### src/rtl/utce_pkg.sv
// ============================================================================
// utce_pkg : shared constants, types and calendar helpers
// Calendar tables, leap-year test, mod-7 reduction and the per-stage
// payload records of the UTC date to epoch seconds pipeline.
// ============================================================================
package utce_pkg;

    // Time and calendar constants
    localparam int SEC_PER_MIN   = 60;
    localparam int MIN_PER_HOUR  = 60;
    localparam int HOUR_PER_DAY  = 24;
    localparam int MON_PER_YEAR  = 12;
    localparam int SEC_PER_HOUR  = 3600;
    localparam int SEC_PER_DAY   = 86400;
    localparam int DAYS_PER_YEAR = 365;
    localparam int EPOCH_YEAR    = 1970;
    localparam int LEAP4_BASE    = 1969;
    localparam int LEAP100_BASE  = 1901;
    localparam int LEAP400_BASE  = 1601;
    localparam int DAYS_PER_WEEK = 7;

    // Month codes
    localparam logic [3:0] MONTH_JAN = 4'd0;
    localparam logic [3:0] MONTH_FEB = 4'd1;
    localparam logic [3:0] MONTH_DEC = 4'd11;

    // Reciprocals: floor(x*5243 >> 19) = x/100, >> 21 = x/400, for x < 4096
    localparam int RECIP_100    = 5243;
    localparam int SHIFT_100    = 19;
    localparam int SHIFT_400    = 21;

    // 7 * 2^17: lifts the signed day count to a non-negative weekday operand
    localparam int WDAY_LIFT    = 917504;
    // 2^32 mod 7, folded in when the 32-bit day count has wrapped
    localparam int WRAP_MOD7    = 4;
    // Thursday 1 January 1970
    localparam int EPOCH_WDAY   = 4;

    typedef struct packed {
        logic [5:0] sec;
        logic [5:0] min;
        logic [4:0] hour;
    } t_tod;

    // after field carries
    typedef struct packed {
        t_tod              tm;
        logic signed [5:0] day;    // zero-based, -1 means borrow
        logic [3:0]        month;
        logic [12:0]       year;
    } t_stage_a;

    // with leap flags and time of day in seconds
    typedef struct packed {
        t_tod              tm;
        logic [16:0]       tod;
        logic signed [5:0] day;
        logic [3:0]        month;
        logic [12:0]       year;
        logic              leap_cur;
        logic              leap_prev;
    } t_stage_b;

    // after month roll
    typedef struct packed {
        t_tod               tm;
        logic [16:0]        tod;
        logic signed [13:0] year;
        logic [3:0]         month;
        logic [4:0]         day;   // zero-based
        logic               leap;
    } t_stage_c;

    // day of year and leap-count terms
    typedef struct packed {
        t_tod               tm;
        logic [16:0]        tod;
        logic signed [13:0] year;
        logic [3:0]         month;
        logic [4:0]         day;
        logic [8:0]         yday;
        logic signed [10:0] q4;
        logic signed [6:0]  q100;
        logic signed [4:0]  q400;
        logic signed [20:0] m365;
    } t_stage_d;

    // signed day count
    typedef struct packed {
        t_tod               tm;
        logic [16:0]        tod;
        logic signed [13:0] year;
        logic [3:0]         month;
        logic [4:0]         day;
        logic [8:0]         yday;
        logic signed [20:0] days;
        logic               invalid;
    } t_stage_e;

    // day seconds product and weekday operand
    typedef struct packed {
        t_tod               tm;
        logic [16:0]        tod;
        logic signed [13:0] year;
        logic [3:0]         month;
        logic [4:0]         day;
        logic [8:0]         yday;
        logic               invalid;
        logic [31:0]        day_secs;
        logic [20:0]        wday_arg;
    } t_stage_f;

    // result beat
    typedef struct packed {
        logic [31:0] epoch;
        logic        invalid;
        logic [11:0] year;
        logic [3:0]  month;
        logic [4:0]  day;
        logic [4:0]  hour;
        logic [5:0]  min;
        logic [5:0]  sec;
        logic [8:0]  yday;
        logic [2:0]  wday;
    } t_stage_g;

    // Days before the first of each month, common year
    function automatic logic [8:0] cum_days(input logic [3:0] m);
        logic [8:0] r;
        case (m)
            4'd0:    r = 9'd0;
            4'd1:    r = 9'd31;
            4'd2:    r = 9'd59;
            4'd3:    r = 9'd90;
            4'd4:    r = 9'd120;
            4'd5:    r = 9'd151;
            4'd6:    r = 9'd181;
            4'd7:    r = 9'd212;
            4'd8:    r = 9'd243;
            4'd9:    r = 9'd273;
            4'd10:   r = 9'd304;
            4'd11:   r = 9'd334;
            default: r = 9'd0;
        endcase
        return r;
    endfunction

    function automatic logic [4:0] month_len(input logic [3:0] m, input logic leap);
        logic [4:0] r;
        case (m) inside
            4'd0, 4'd2, 4'd4, 4'd6, 4'd7, 4'd9, 4'd11: r = 5'd31;
            4'd3, 4'd5, 4'd8, 4'd10:                  r = 5'd30;
            4'd1:                                     r = leap ? 5'd29 : 5'd28;
            default:                                  r = 5'd31;
        endcase
        return r;
    endfunction

    // Gregorian leap test; divisibility by 25 via 128 = 3 (mod 25)
    function automatic logic is_leap(input logic [12:0] y);
        logic [7:0] r;
        logic       div25;
        r = {1'b0, y[12:7], 1'b0} + {2'b0, y[12:7]} + {1'b0, y[6:0]};
        if (r >= 8'd200) r = r - 8'd200;
        if (r >= 8'd100) r = r - 8'd100;
        if (r >= 8'd50)  r = r - 8'd50;
        if (r >= 8'd25)  r = r - 8'd25;
        div25 = (r == 8'd0);
        return ((y[1:0] == 2'd0) && !div25) || ((y[3:0] == 4'd0) && div25);
    endfunction

    // x mod 7 via octal digit sum, since 8 = 1 (mod 7)
    function automatic logic [2:0] mod7(input logic [20:0] x);
        logic [5:0] s;
        logic [3:0] t;
        s = '0;
        for (int k = 0; k < 7; k++) begin
            s = s + {3'b0, x[3*k +: 3]};
        end
        t = {1'b0, s[5:3]} + {1'b0, s[2:0]};
        if (t >= 4'(DAYS_PER_WEEK)) t = t - 4'(DAYS_PER_WEEK);
        return t[2:0];
    endfunction

endpackage

### src/rtl/utc_date_to_epoch_seconds.sv
// ============================================================================
// utc_date_to_epoch_seconds : broken-down UTC time to seconds since 1970
// Normalises the fields (leap seconds, day overflow and day zero), then
// gives day of year, weekday and epoch seconds modulo 2^32.
// ============================================================================
//
//  channel | direction | handshake         | payload
//  --------+-----------+-------------------+----------------------------------
//  input   | in        | i_valid / o_stall | year, month, day, hour, min, sec
//  result  | out       | o_valid / i_stall | epoch, invalid, normalised fields,
//          |           |                   | year day, weekday
//
//  One beat per clock while the result side does not stall; each beat reaches
//  o_valid through seven register stages (carries, leap test, month roll,
//  day of year and leap count, day count, day seconds product, final add).
//  Synchronous active-low reset clears the stage valid bits only.
//  A stall on the result side halts only the full stages behind it; empty
//  stages keep filling, so o_stall rises only when all seven are occupied.
//
module utc_date_to_epoch_seconds (
    input  logic        i_clk,
    input  logic        i_rst_n,
    input  logic        i_valid,
    output logic        o_stall,
    input  logic [11:0] i_year,
    input  logic [3:0]  i_month,
    input  logic [4:0]  i_day_of_month,
    input  logic [4:0]  i_hour,
    input  logic [5:0]  i_minute,
    input  logic [5:0]  i_second,
    output logic        o_valid,
    input  logic        i_stall,
    output logic [31:0] o_epoch_seconds,
    output logic        o_invalid,
    output logic [11:0] o_norm_year,
    output logic [3:0]  o_norm_month,
    output logic [4:0]  o_norm_day,
    output logic [4:0]  o_norm_hour,
    output logic [5:0]  o_norm_minute,
    output logic [5:0]  o_norm_second,
    output logic [8:0]  o_year_day,
    output logic [2:0]  o_week_day
);

    localparam int NUM_STAGES = 7;
    localparam int ST_A = 0;
    localparam int ST_B = 1;
    localparam int ST_C = 2;
    localparam int ST_D = 3;
    localparam int ST_E = 4;
    localparam int ST_F = 5;
    localparam int ST_G = 6;

    logic [NUM_STAGES-1:0] r_vld;
    logic [NUM_STAGES-1:0] stage_en;

    utce_pkg::t_stage_a r_sa, n_sa;
    utce_pkg::t_stage_b r_sb, n_sb;
    utce_pkg::t_stage_c r_sc, n_sc;
    utce_pkg::t_stage_d r_sd, n_sd;
    utce_pkg::t_stage_e r_se, n_se;
    utce_pkg::t_stage_f r_sf, n_sf;
    utce_pkg::t_stage_g r_sg, n_sg;

    // ------------------------------------------------------------------
    // Flow control: a stage loads when empty or when the next one moves
    // ------------------------------------------------------------------
    always_comb begin
        stage_en[NUM_STAGES-1] = !r_vld[NUM_STAGES-1] || !i_stall;
        for (int k = NUM_STAGES - 2; k >= 0; k--) begin
            stage_en[k] = !r_vld[k] || stage_en[k+1];
        end
    end

    assign o_stall = !stage_en[ST_A];

    always_ff @(posedge i_clk) begin
        if (!i_rst_n) begin
            r_vld <= '0;
        end else begin
            if (stage_en[ST_A]) r_vld[ST_A] <= i_valid;
            for (int k = 1; k < NUM_STAGES; k++) begin
                if (stage_en[k]) r_vld[k] <= r_vld[k-1];
            end
        end
    end

    // ------------------------------------------------------------------
    // Stage A: second -> minute -> hour -> day carries, month -> year
    // ------------------------------------------------------------------
    always_comb begin
        logic       sec_c;
        logic       min_c;
        logic       hour_c;
        logic       mon_c;
        logic [6:0] min_sum;
        logic [5:0] hour_sum;
        sec_c       = i_second >= 6'(utce_pkg::SEC_PER_MIN);
        n_sa.tm.sec = sec_c ? i_second - 6'(utce_pkg::SEC_PER_MIN) : i_second;
        min_sum     = {1'b0, i_minute} + {6'b0, sec_c};
        min_c       = min_sum >= 7'(utce_pkg::MIN_PER_HOUR);
        n_sa.tm.min = min_c ? 6'(min_sum - 7'(utce_pkg::MIN_PER_HOUR)) : min_sum[5:0];
        hour_sum    = {1'b0, i_hour} + {5'b0, min_c};
        hour_c      = hour_sum >= 6'(utce_pkg::HOUR_PER_DAY);
        n_sa.tm.hour = hour_c ? 5'(hour_sum - 6'(utce_pkg::HOUR_PER_DAY)) : hour_sum[4:0];
        // zero-based day, day zero becomes -1
        n_sa.day    = $signed({1'b0, i_day_of_month} - 6'd1 + {5'b0, hour_c});
        mon_c       = i_month >= 4'(utce_pkg::MON_PER_YEAR);
        n_sa.month  = mon_c ? i_month - 4'(utce_pkg::MON_PER_YEAR) : i_month;
        n_sa.year   = {1'b0, i_year} + {12'b0, mon_c};
    end

    always_ff @(posedge i_clk) begin
        if (stage_en[ST_A]) r_sa <= n_sa;
    end

    // ------------------------------------------------------------------
    // Stage B: leap flags of this year and the one before, time of day
    // ------------------------------------------------------------------
    always_comb begin
        logic [12:0] y_prev;
        y_prev         = r_sa.year - 13'd1;
        n_sb.tm        = r_sa.tm;
        n_sb.day       = r_sa.day;
        n_sb.month     = r_sa.month;
        n_sb.year      = r_sa.year;
        n_sb.leap_cur  = utce_pkg::is_leap(r_sa.year);
        // year zero steps back to year -1, which is common
        n_sb.leap_prev = (r_sa.year != 13'd0) && utce_pkg::is_leap(y_prev);
        n_sb.tod       = {12'b0, r_sa.tm.hour} * 17'(utce_pkg::SEC_PER_HOUR)
                       + {11'b0, r_sa.tm.min} * 17'(utce_pkg::SEC_PER_MIN)
                       + {11'b0, r_sa.tm.sec};
    end

    always_ff @(posedge i_clk) begin
        if (stage_en[ST_B]) r_sb <= n_sb;
    end

    // ------------------------------------------------------------------
    // Stage C: borrow into the previous month or roll into the next
    // ------------------------------------------------------------------
    always_comb begin
        logic [4:0]         len_cur;
        logic [4:0]         len_prev;
        logic [4:0]         day_u;
        logic signed [13:0] y_s;
        y_s      = $signed({1'b0, r_sb.year});
        len_cur  = utce_pkg::month_len(r_sb.month, r_sb.leap_cur);
        len_prev = utce_pkg::month_len(r_sb.month - 4'd1, r_sb.leap_cur);
        day_u    = r_sb.day[4:0];
        n_sc.tm  = r_sb.tm;
        n_sc.tod = r_sb.tod;
        n_sc.year  = y_s;
        n_sc.month = r_sb.month;
        n_sc.day   = day_u;
        n_sc.leap  = r_sb.leap_cur;
        if (r_sb.day[5]) begin
            // day zero: last day of the previous month
            if (r_sb.month == utce_pkg::MONTH_JAN) begin
                n_sc.month = utce_pkg::MONTH_DEC;
                n_sc.year  = y_s - 14'sd1;
                n_sc.day   = utce_pkg::month_len(utce_pkg::MONTH_DEC, 1'b0) - 5'd1;
                n_sc.leap  = r_sb.leap_prev;
            end else begin
                n_sc.month = r_sb.month - 4'd1;
                n_sc.day   = len_prev - 5'd1;
            end
        end else if (day_u >= len_cur) begin
            // past month end
            n_sc.day = day_u - len_cur;
            if (r_sb.month == utce_pkg::MONTH_DEC) begin
                n_sc.month = utce_pkg::MONTH_JAN;
                n_sc.year  = y_s + 14'sd1;
                n_sc.leap  = 1'b0;
            end else begin
                n_sc.month = r_sb.month + 4'd1;
            end
        end
    end

    always_ff @(posedge i_clk) begin
        if (stage_en[ST_C]) r_sc <= n_sc;
    end

    // ------------------------------------------------------------------
    // Stage D: day of year; leap-count quotients (truncating) and 365*dy
    // ------------------------------------------------------------------
    always_comb begin
        logic signed [13:0] t4;
        logic signed [13:0] t100;
        logic signed [13:0] t400;
        logic signed [13:0] dy;
        logic [13:0]        a4;
        logic [13:0]        a100;
        logic [13:0]        a400;
        logic [24:0]        p100;
        logic [24:0]        p400;
        logic [9:0]         m4;
        logic [5:0]         m100;
        logic [3:0]         m400;
        logic signed [20:0] dy_x;
        t4   = r_sc.year - 14'(utce_pkg::LEAP4_BASE);
        t100 = r_sc.year - 14'(utce_pkg::LEAP100_BASE);
        t400 = r_sc.year - 14'(utce_pkg::LEAP400_BASE);
        dy   = r_sc.year - 14'(utce_pkg::EPOCH_YEAR);
        a4   = t4[13]   ? 14'(-t4)   : 14'(t4);
        a100 = t100[13] ? 14'(-t100) : 14'(t100);
        a400 = t400[13] ? 14'(-t400) : 14'(t400);
        p100 = {13'b0, a100[11:0]} * 25'(utce_pkg::RECIP_100);
        p400 = {13'b0, a400[11:0]} * 25'(utce_pkg::RECIP_100);
        m4   = a4[11:2];
        m100 = p100[utce_pkg::SHIFT_100 +: 6];
        m400 = p400[utce_pkg::SHIFT_400 +: 4];
        n_sd.q4   = t4[13]   ? -$signed({1'b0, m4})   : $signed({1'b0, m4});
        n_sd.q100 = t100[13] ? -$signed({1'b0, m100}) : $signed({1'b0, m100});
        n_sd.q400 = t400[13] ? -$signed({1'b0, m400}) : $signed({1'b0, m400});
        dy_x      = $signed({{7{dy[13]}}, dy});
        n_sd.m365 = dy_x * $signed(21'(utce_pkg::DAYS_PER_YEAR));
        n_sd.yday = {4'b0, r_sc.day} + utce_pkg::cum_days(r_sc.month)
                  + {8'b0, (r_sc.month > utce_pkg::MONTH_FEB) && r_sc.leap};
        n_sd.tm    = r_sc.tm;
        n_sd.tod   = r_sc.tod;
        n_sd.year  = r_sc.year;
        n_sd.month = r_sc.month;
        n_sd.day   = r_sc.day;
    end

    always_ff @(posedge i_clk) begin
        if (stage_en[ST_D]) r_sd <= n_sd;
    end

    // ------------------------------------------------------------------
    // Stage E: signed day count since 1970
    // ------------------------------------------------------------------
    always_comb begin
        logic signed [20:0] q4_x;
        logic signed [20:0] q100_x;
        logic signed [20:0] q400_x;
        q4_x   = $signed({{10{r_sd.q4[10]}}, r_sd.q4});
        q100_x = $signed({{14{r_sd.q100[6]}}, r_sd.q100});
        q400_x = $signed({{16{r_sd.q400[4]}}, r_sd.q400});
        n_se.days    = $signed({12'b0, r_sd.yday}) + r_sd.m365 + q4_x - q100_x + q400_x;
        n_se.invalid = r_sd.year < $signed(14'(utce_pkg::EPOCH_YEAR));
        n_se.tm    = r_sd.tm;
        n_se.tod   = r_sd.tod;
        n_se.year  = r_sd.year;
        n_se.month = r_sd.month;
        n_se.day   = r_sd.day;
        n_se.yday  = r_sd.yday;
    end

    always_ff @(posedge i_clk) begin
        if (stage_en[ST_E]) r_se <= n_se;
    end

    // ------------------------------------------------------------------
    // Stage F: seconds of whole days; weekday operand of the 32-bit count
    // ------------------------------------------------------------------
    always_comb begin
        logic [36:0]        prod;
        logic signed [21:0] w;
        logic               wrapped;
        prod = {17'b0, r_se.days[19:0]} * 37'(utce_pkg::SEC_PER_DAY);
        // the unsigned count wrapped and count + 4 did not wrap back
        wrapped = r_se.days < -21'sd4;
        w = $signed({r_se.days[20], r_se.days}) + 22'(utce_pkg::WDAY_LIFT)
          + 22'(utce_pkg::EPOCH_WDAY)
          + (wrapped ? 22'(utce_pkg::WRAP_MOD7) : 22'sd0);
        n_sf.day_secs = prod[31:0];
        n_sf.wday_arg = w[20:0];
        n_sf.invalid  = r_se.invalid;
        n_sf.tm    = r_se.tm;
        n_sf.tod   = r_se.tod;
        n_sf.year  = r_se.year;
        n_sf.month = r_se.month;
        n_sf.day   = r_se.day;
        n_sf.yday  = r_se.yday;
    end

    always_ff @(posedge i_clk) begin
        if (stage_en[ST_F]) r_sf <= n_sf;
    end

    // ------------------------------------------------------------------
    // Stage G: epoch seconds and weekday into the output register
    // ------------------------------------------------------------------
    always_comb begin
        n_sg.epoch   = r_sf.invalid ? '1 : r_sf.day_secs + {15'b0, r_sf.tod};
        n_sg.invalid = r_sf.invalid;
        n_sg.wday    = utce_pkg::mod7(r_sf.wday_arg);
        n_sg.year    = r_sf.year[11:0];
        n_sg.month   = r_sf.month;
        n_sg.day     = r_sf.day + 5'd1;
        n_sg.hour    = r_sf.tm.hour;
        n_sg.min     = r_sf.tm.min;
        n_sg.sec     = r_sf.tm.sec;
        n_sg.yday    = r_sf.yday;
    end

    always_ff @(posedge i_clk) begin
        if (stage_en[ST_G]) r_sg <= n_sg;
    end

    assign o_valid         = r_vld[ST_G];
    assign o_epoch_seconds = r_sg.epoch;
    assign o_invalid       = r_sg.invalid;
    assign o_norm_year     = r_sg.year;
    assign o_norm_month    = r_sg.month;
    assign o_norm_day      = r_sg.day;
    assign o_norm_hour     = r_sg.hour;
    assign o_norm_minute   = r_sg.min;
    assign o_norm_second   = r_sg.sec;
    assign o_year_day      = r_sg.yday;
    assign o_week_day      = r_sg.wday;

    // ------------------------------------------------------------------
    // Assertions
    // ------------------------------------------------------------------
    // upstream is held off only when every stage holds a beat
    a_stall_full: assert property (@(posedge i_clk) disable iff (!i_rst_n)
        o_stall |-> (&r_vld))
        else $error("stall raised with an empty stage");

    // an early year always reports all ones
    a_invalid_epoch: assert property (@(posedge i_clk) disable iff (!i_rst_n)
        (o_valid && o_invalid) |-> (o_epoch_seconds == 32'hFFFF_FFFF))
        else $error("invalid result without all-ones epoch");

    // normalised clock fields are in range
    a_clock_range: assert property (@(posedge i_clk) disable iff (!i_rst_n)
        o_valid |-> ((o_norm_second < 6'd60) && (o_norm_minute < 6'd60)
                     && (o_norm_hour < 5'd24) && (o_norm_month < 4'd12)))
        else $error("normalised time field out of range");

    // calendar fields are in range
    a_date_range: assert property (@(posedge i_clk) disable iff (!i_rst_n)
        o_valid |-> ((o_norm_day != 5'd0) && (o_year_day <= 9'd365)
                     && (o_week_day < 3'd7)))
        else $error("normalised date field out of range");

    // a full stage F moving into the output register raises o_valid
    a_out_source: assert property (@(posedge i_clk) disable iff (!i_rst_n)
        (stage_en[ST_G] && r_vld[ST_F]) |=> o_valid)
        else $error("beat lost on the way to the output");

endmodule
### config.mk
export PLATFORM = sky130hd
export DESIGN_NAME = utc_date_to_epoch_seconds
export DESIGN_NICKNAME = d
export VERILOG_FILES = /design/src/rtl/utce_pkg.sv /design/src/rtl/utc_date_to_epoch_seconds.sv
export SDC_FILE = /design/constraint.sdc
export NUM_CORES = 2
export LEC_CHECK = 0
export CORE_ASPECT_RATIO = 0.6
export CORE_MARGIN = 1
export CORE_UTILIZATION = 55
export CTS_CLUSTER_SIZE = 12
export DETAILED_ROUTE_END_ITERATION = 6
export DONT_BUFFER_PORTS = 1
export PLACE_DENSITY_LB_ADDON = 0.05
export SLEW_MARGIN = 5
export SYNTH_ARGS = -nofsm -noshare
export SYNTH_HDL_FRONTEND = slang
export SYNTH_SLANG_ARGS = --single-unit
### constraint.sdc
create_clock -name i_clk -period 9.76 [get_ports i_clk]
set_input_delay 1.464 -clock i_clk [delete_from_list [all_inputs] [get_ports i_clk]]
set_output_delay 1.464 -clock i_clk [all_outputs]
set_load 0.05 [all_outputs]
==> flow_metrics.env <==
export IMPL_antenna_found_initial=0
export IMPL_nets=4100
export IMPL_die_area_um2=71900
export IMPL_tightestPinTransition_ns=1.01
export IMPL_slew_violations=0
export IMPL_post_cts_buffers=0
export IMPL_grt_pass1_wl_um=134000
export IMPL_synth_fa_ha_area_share_pct=29.0
export IMPL_wl_per_cell_um=19.5
export IMPL_start_util_pct=55.7
export IMPL_drv_cap=0
export IMPL_port_buffers=0
export IMPL_globalplace_congestion=0.893
export IMPL_ys_seq_elements=551
export IMPL_htreeDepth=2
export IMPL_grt_max_degree=71
export IMPL_wirelength_um=83700
export IMPL_core_area_um2=69900
export IMPL_synth_xor_area_share_pct=6.77
export IMPL_cts_buffer_depth=3
export IMPL_yosys_warnings=0
export IMPL_syn_nets=4064
export IMPL_yosysTopAreaCell="edfxtp_1"
export IMPL_cts_buffers=56
export IMPL_synthArstFlopShare_pct=0
export IMPL_cts_clk_slew_worst_paths_ns=0.06
export IMPL_clk_latency_ns=0.66
export IMPL_yosys_top_cells_area="edfxtp_1 (41%), ha_1 (15%), fa_1 (14%), inv_1 (5.5%), xnor2_1 (4.7%)"
export IMPL_startpoint_type="register"
export IMPL_hold_slack_ns=0.372
export IMPL_crit_path_max_incr_delay_ns=0.59
export IMPL_cts_root_buf="clkbuf_16"
export IMPL_hp_class="reg -> reg"
export IMPL_crit_type="reg -> reg"
export IMPL_required_ns=10.13
export IMPL_vias_per_cell=5.47
export IMPL_die_w_um=345
export IMPL_status="finished, final reports clean"
export IMPL_syn_cell_area_um2=38900
export IMPL_crit_fanout=11
export IMPL_drtAntennaViolNets=0
export IMPL_syn_area_per_cell_um2=11.8
export IMPL_crit_buf_inv=5
export IMPL_fmax_mhz=111
export IMPL_hpwl_um=66300
export IMPL_synth_edf_count=535
export IMPL_skew_ns=0.0472
export IMPL_drive_gt1_share_pct=4.79
export IMPL_drc=0
export IMPL_post_route_min_period_ns=8.97
export IMPL_hold_path_end="n_sf[70]$_DFFE_PP_"
export IMPL_synthMuxAreaShare_pct=0.489
export IMPL_min_path_cells=0
export IMPL_synth_top_family_by_area="adder cells"
export IMPL_ys_flop_type="edfxtp_1"
export IMPL_arrival_ns=9.34
export IMPL_cp_common_cell="fa_1"
export IMPL_ios=127
export IMPL_r2r_slack_ns=0.79
export IMPL_antenna_cells=0
export IMPL_setup_violations=0
export IMPL_cts_tree="built"
export IMPL_path_delay_family="adder cells"
export IMPL_critPathSlowestCell="fa_1"
export IMPL_rr_worst_depth=31
export IMPL_fillers=5638
export IMPL_hp_start="n_se[38]$_DFFE_PP_"
export IMPL_route_vias_total=23500
export IMPL_dp_cells=4188
export IMPL_syn_instance_count=3286
export IMPL_die_y_um=208
export IMPL_synth_compound_area_share_pct=7.81
export IMPL_grt_overflow=0
export IMPL_syn_to_final_growth_pct=7.47
export IMPL_cp_end_kind="register"
export IMPL_fin_crit_sh_pct=91.9
export IMPL_worstReg2RegEnd="r_sd[23]$_DFFE_PP_"
export IMPL_clock_sinks=551
export IMPL_final_cell_count_no_fill=4286
export IMPL_reg2reg_from="n_sd[64]$_DFFE_PN_"
export IMPL_synth_seq_area_share_pct=42.1
export IMPL_ys_types=102
export IMPL_drt_pass1_iterations=7
export IMPL_drt_iter0_drc=1580
export IMPL_yosys_area_share_simple_pct=7.77
export IMPL_grt_pass1_vias=24000
export IMPL_final_hold_viol_count=0
export IMPL_grt_use_total_pct=23.9
export IMPL_synth_top_cell_area_share_pct=41.3
export IMPL_row_count=75
export IMPL_relSlewSlack_pct=32.9
[cell usage in the layout (no fill, tap or decap), drive strengths merged, types with 11 or more instances in the layout]
cell	count
dfxtp	16
a21oi	127
and3	22
a21o	36
and2	16
xnor2	207
clkbuf	84
o21a	18
nand3	61
nor3b	14
o21bai	29
a21boi	13
a31oi	23
nor2	141
inv	577
or2	21
nand2	140
o21ai	93
nand4	12
nor2b	30
nand2b	29
edfxtp	535
nor3	63
nor4	11
xor2	94
o31ai	11
ha	461
fa	275
buf	26
a211oi	13
[flip-flops by register name, summed over array words and instances, names as in the netlist, 3 cells and up, named ones only]
register and cells:
r_se 21, n_sd 55, n_sf 63, r_sf 65
o_norm_day 5, o_norm_month 4, n_se 64, o_week_day 3
n_sb 40, r_sd 43, o_norm_hour 5, n_sc 32
o_year_day 9, o_norm_second 6, o_epoch_seconds 32, o_norm_year 12
o_norm_minute 6, n_sg 43, r_vld 7, r_sb 25
[layout make-up]
type	instances	area, um2	area share (%)
Clock inverter	14	211	0.506
Clock buffer	84	1520	3.63
Timing Repair Buffer	26	195	0.467
Sequential cell	551	16400	39.2
Inverter	575	2160	5.17
Multi-Input combinational cell	2112	20200	48.3
Tap cell	924	1160	2.76
[layer usage]
metal  vias up  track usage (%)  routed length (um)
met1     11500             37.3               42900
met3        84             3.63                4160
li1      11300                -                   -
met4         0             4.36                1160
met2       506             35.7               35500
met5         -                0                   0
[cell usage after synthesis, drive strengths merged, types with 8 or more instances]
| cell | n |
|---|---|
| o21bai | 29 |
| a21o | 36 |
| nor3 | 63 |
| dfxtp | 16 |
| inv | 573 |
| nand3 | 61 |
| a211oi | 13 |
| ha | 461 |
| and2 | 16 |
| o211ai | 9 |
| fa | 275 |
| o21a | 18 |
| mux2i | 10 |
| mux2 | 8 |
| o21ai | 93 |
| a21oi | 127 |
| xnor2 | 207 |
| nor2b | 30 |
| a31oi | 23 |
| nor4 | 11 |
| edfxtp | 535 |
| buf | 9 |
| nor3b | 14 |
| xor2 | 94 |
| or3 | 10 |
| o31ai | 11 |
| or2 | 21 |
| nand2b | 29 |
| clkbuf | 39 |
| nand4 | 12 |
| nand3b | 8 |
| nand2 | 140 |
| and3 | 22 |
| nor2 | 141 |
| a21boi | 13 |
[worst reg2reg max path, delay by kind of cell (launching register included)]
family | cells | cell delay, ns
AO/OA/AOI/OAI | 9 | 2.28
XOR/XNOR | 5 | 0.96
adder cells (fa/ha/maj) | 8 | 3.43
buffers and inverters | 5 | 0.81
flip-flops | 1 | 0.56
AND/OR/NAND/NOR | 4 | 0.69
[worst max-delay path by stage]
| stage | from | endpoint | depth (start not counted) | slack (ns) |
|---|---|---|---|---|
| finish | n_sd[64]$_DFFE_PN_ | r_sd[23]$_DFFE_PP_ | 31 | 0.79 |
| detailed placement | n_sd[64]$_DFFE_PN_ | r_sd[23]$_DFFE_PP_ | 31 | 0.70 |
| CTS | n_sd[64]$_DFFE_PN_ | r_sd[23]$_DFFE_PP_ | 31 | 0.67 |
| floorplan | n_sd[62]$_DFFE_PN_ | r_sd[31]$_DFFE_PP_ | 33 | 1.46 |
| global placement | n_sd[64]$_DFFE_PN_ | r_sd[23]$_DFFE_PP_ | 31 | 1.05 |
| global route | n_sd[64]$_DFFE_PN_ | r_sd[23]$_DFFE_PP_ | 33 | -0.007 |
[timing repair]
item / CTS / global route
gates resized for setup: 0 / 2
hold buffers: 0 / 0
setup endpoints to repair: 0 / 1
[stage by stage]
stage / instance area [um2] / setup WS (ns) / setup TNS, ns / util [%]
global placement: 40100 / 1.05 / 0 / 57.3
global route: 41800 / -0.00725 / -0.00725 / 59.8
detailed placement: 40100 / 0.698 / 0 / 57.3
CTS: 41800 / 0.667 / 0 / 59.8
finish: 41800 / 0.787 / 0 / 59.8
floorplan: 38900 / 1.46 / 0 / -
[kinds of logic (layout without fill, tap and decap cells)]
| logic type | after synthesis | in the layout |
|---|---|---|
| AOI/OAI and AO/OA | 455 | 455 |
| DFF | 551 | 551 |
| muxes | 18 | 18 |
| adders and majority gates | 736 | 736 |
| xor gates and xnor gates | 301 | 301 |
| buffers and inverters | 623 | 699 |
| and+or+nand+nor | 602 | 602 |
Power is left out: the tool's default activity adds up to more than one toggle a clock period on the data nets, which glitch-free logic cannot reach.
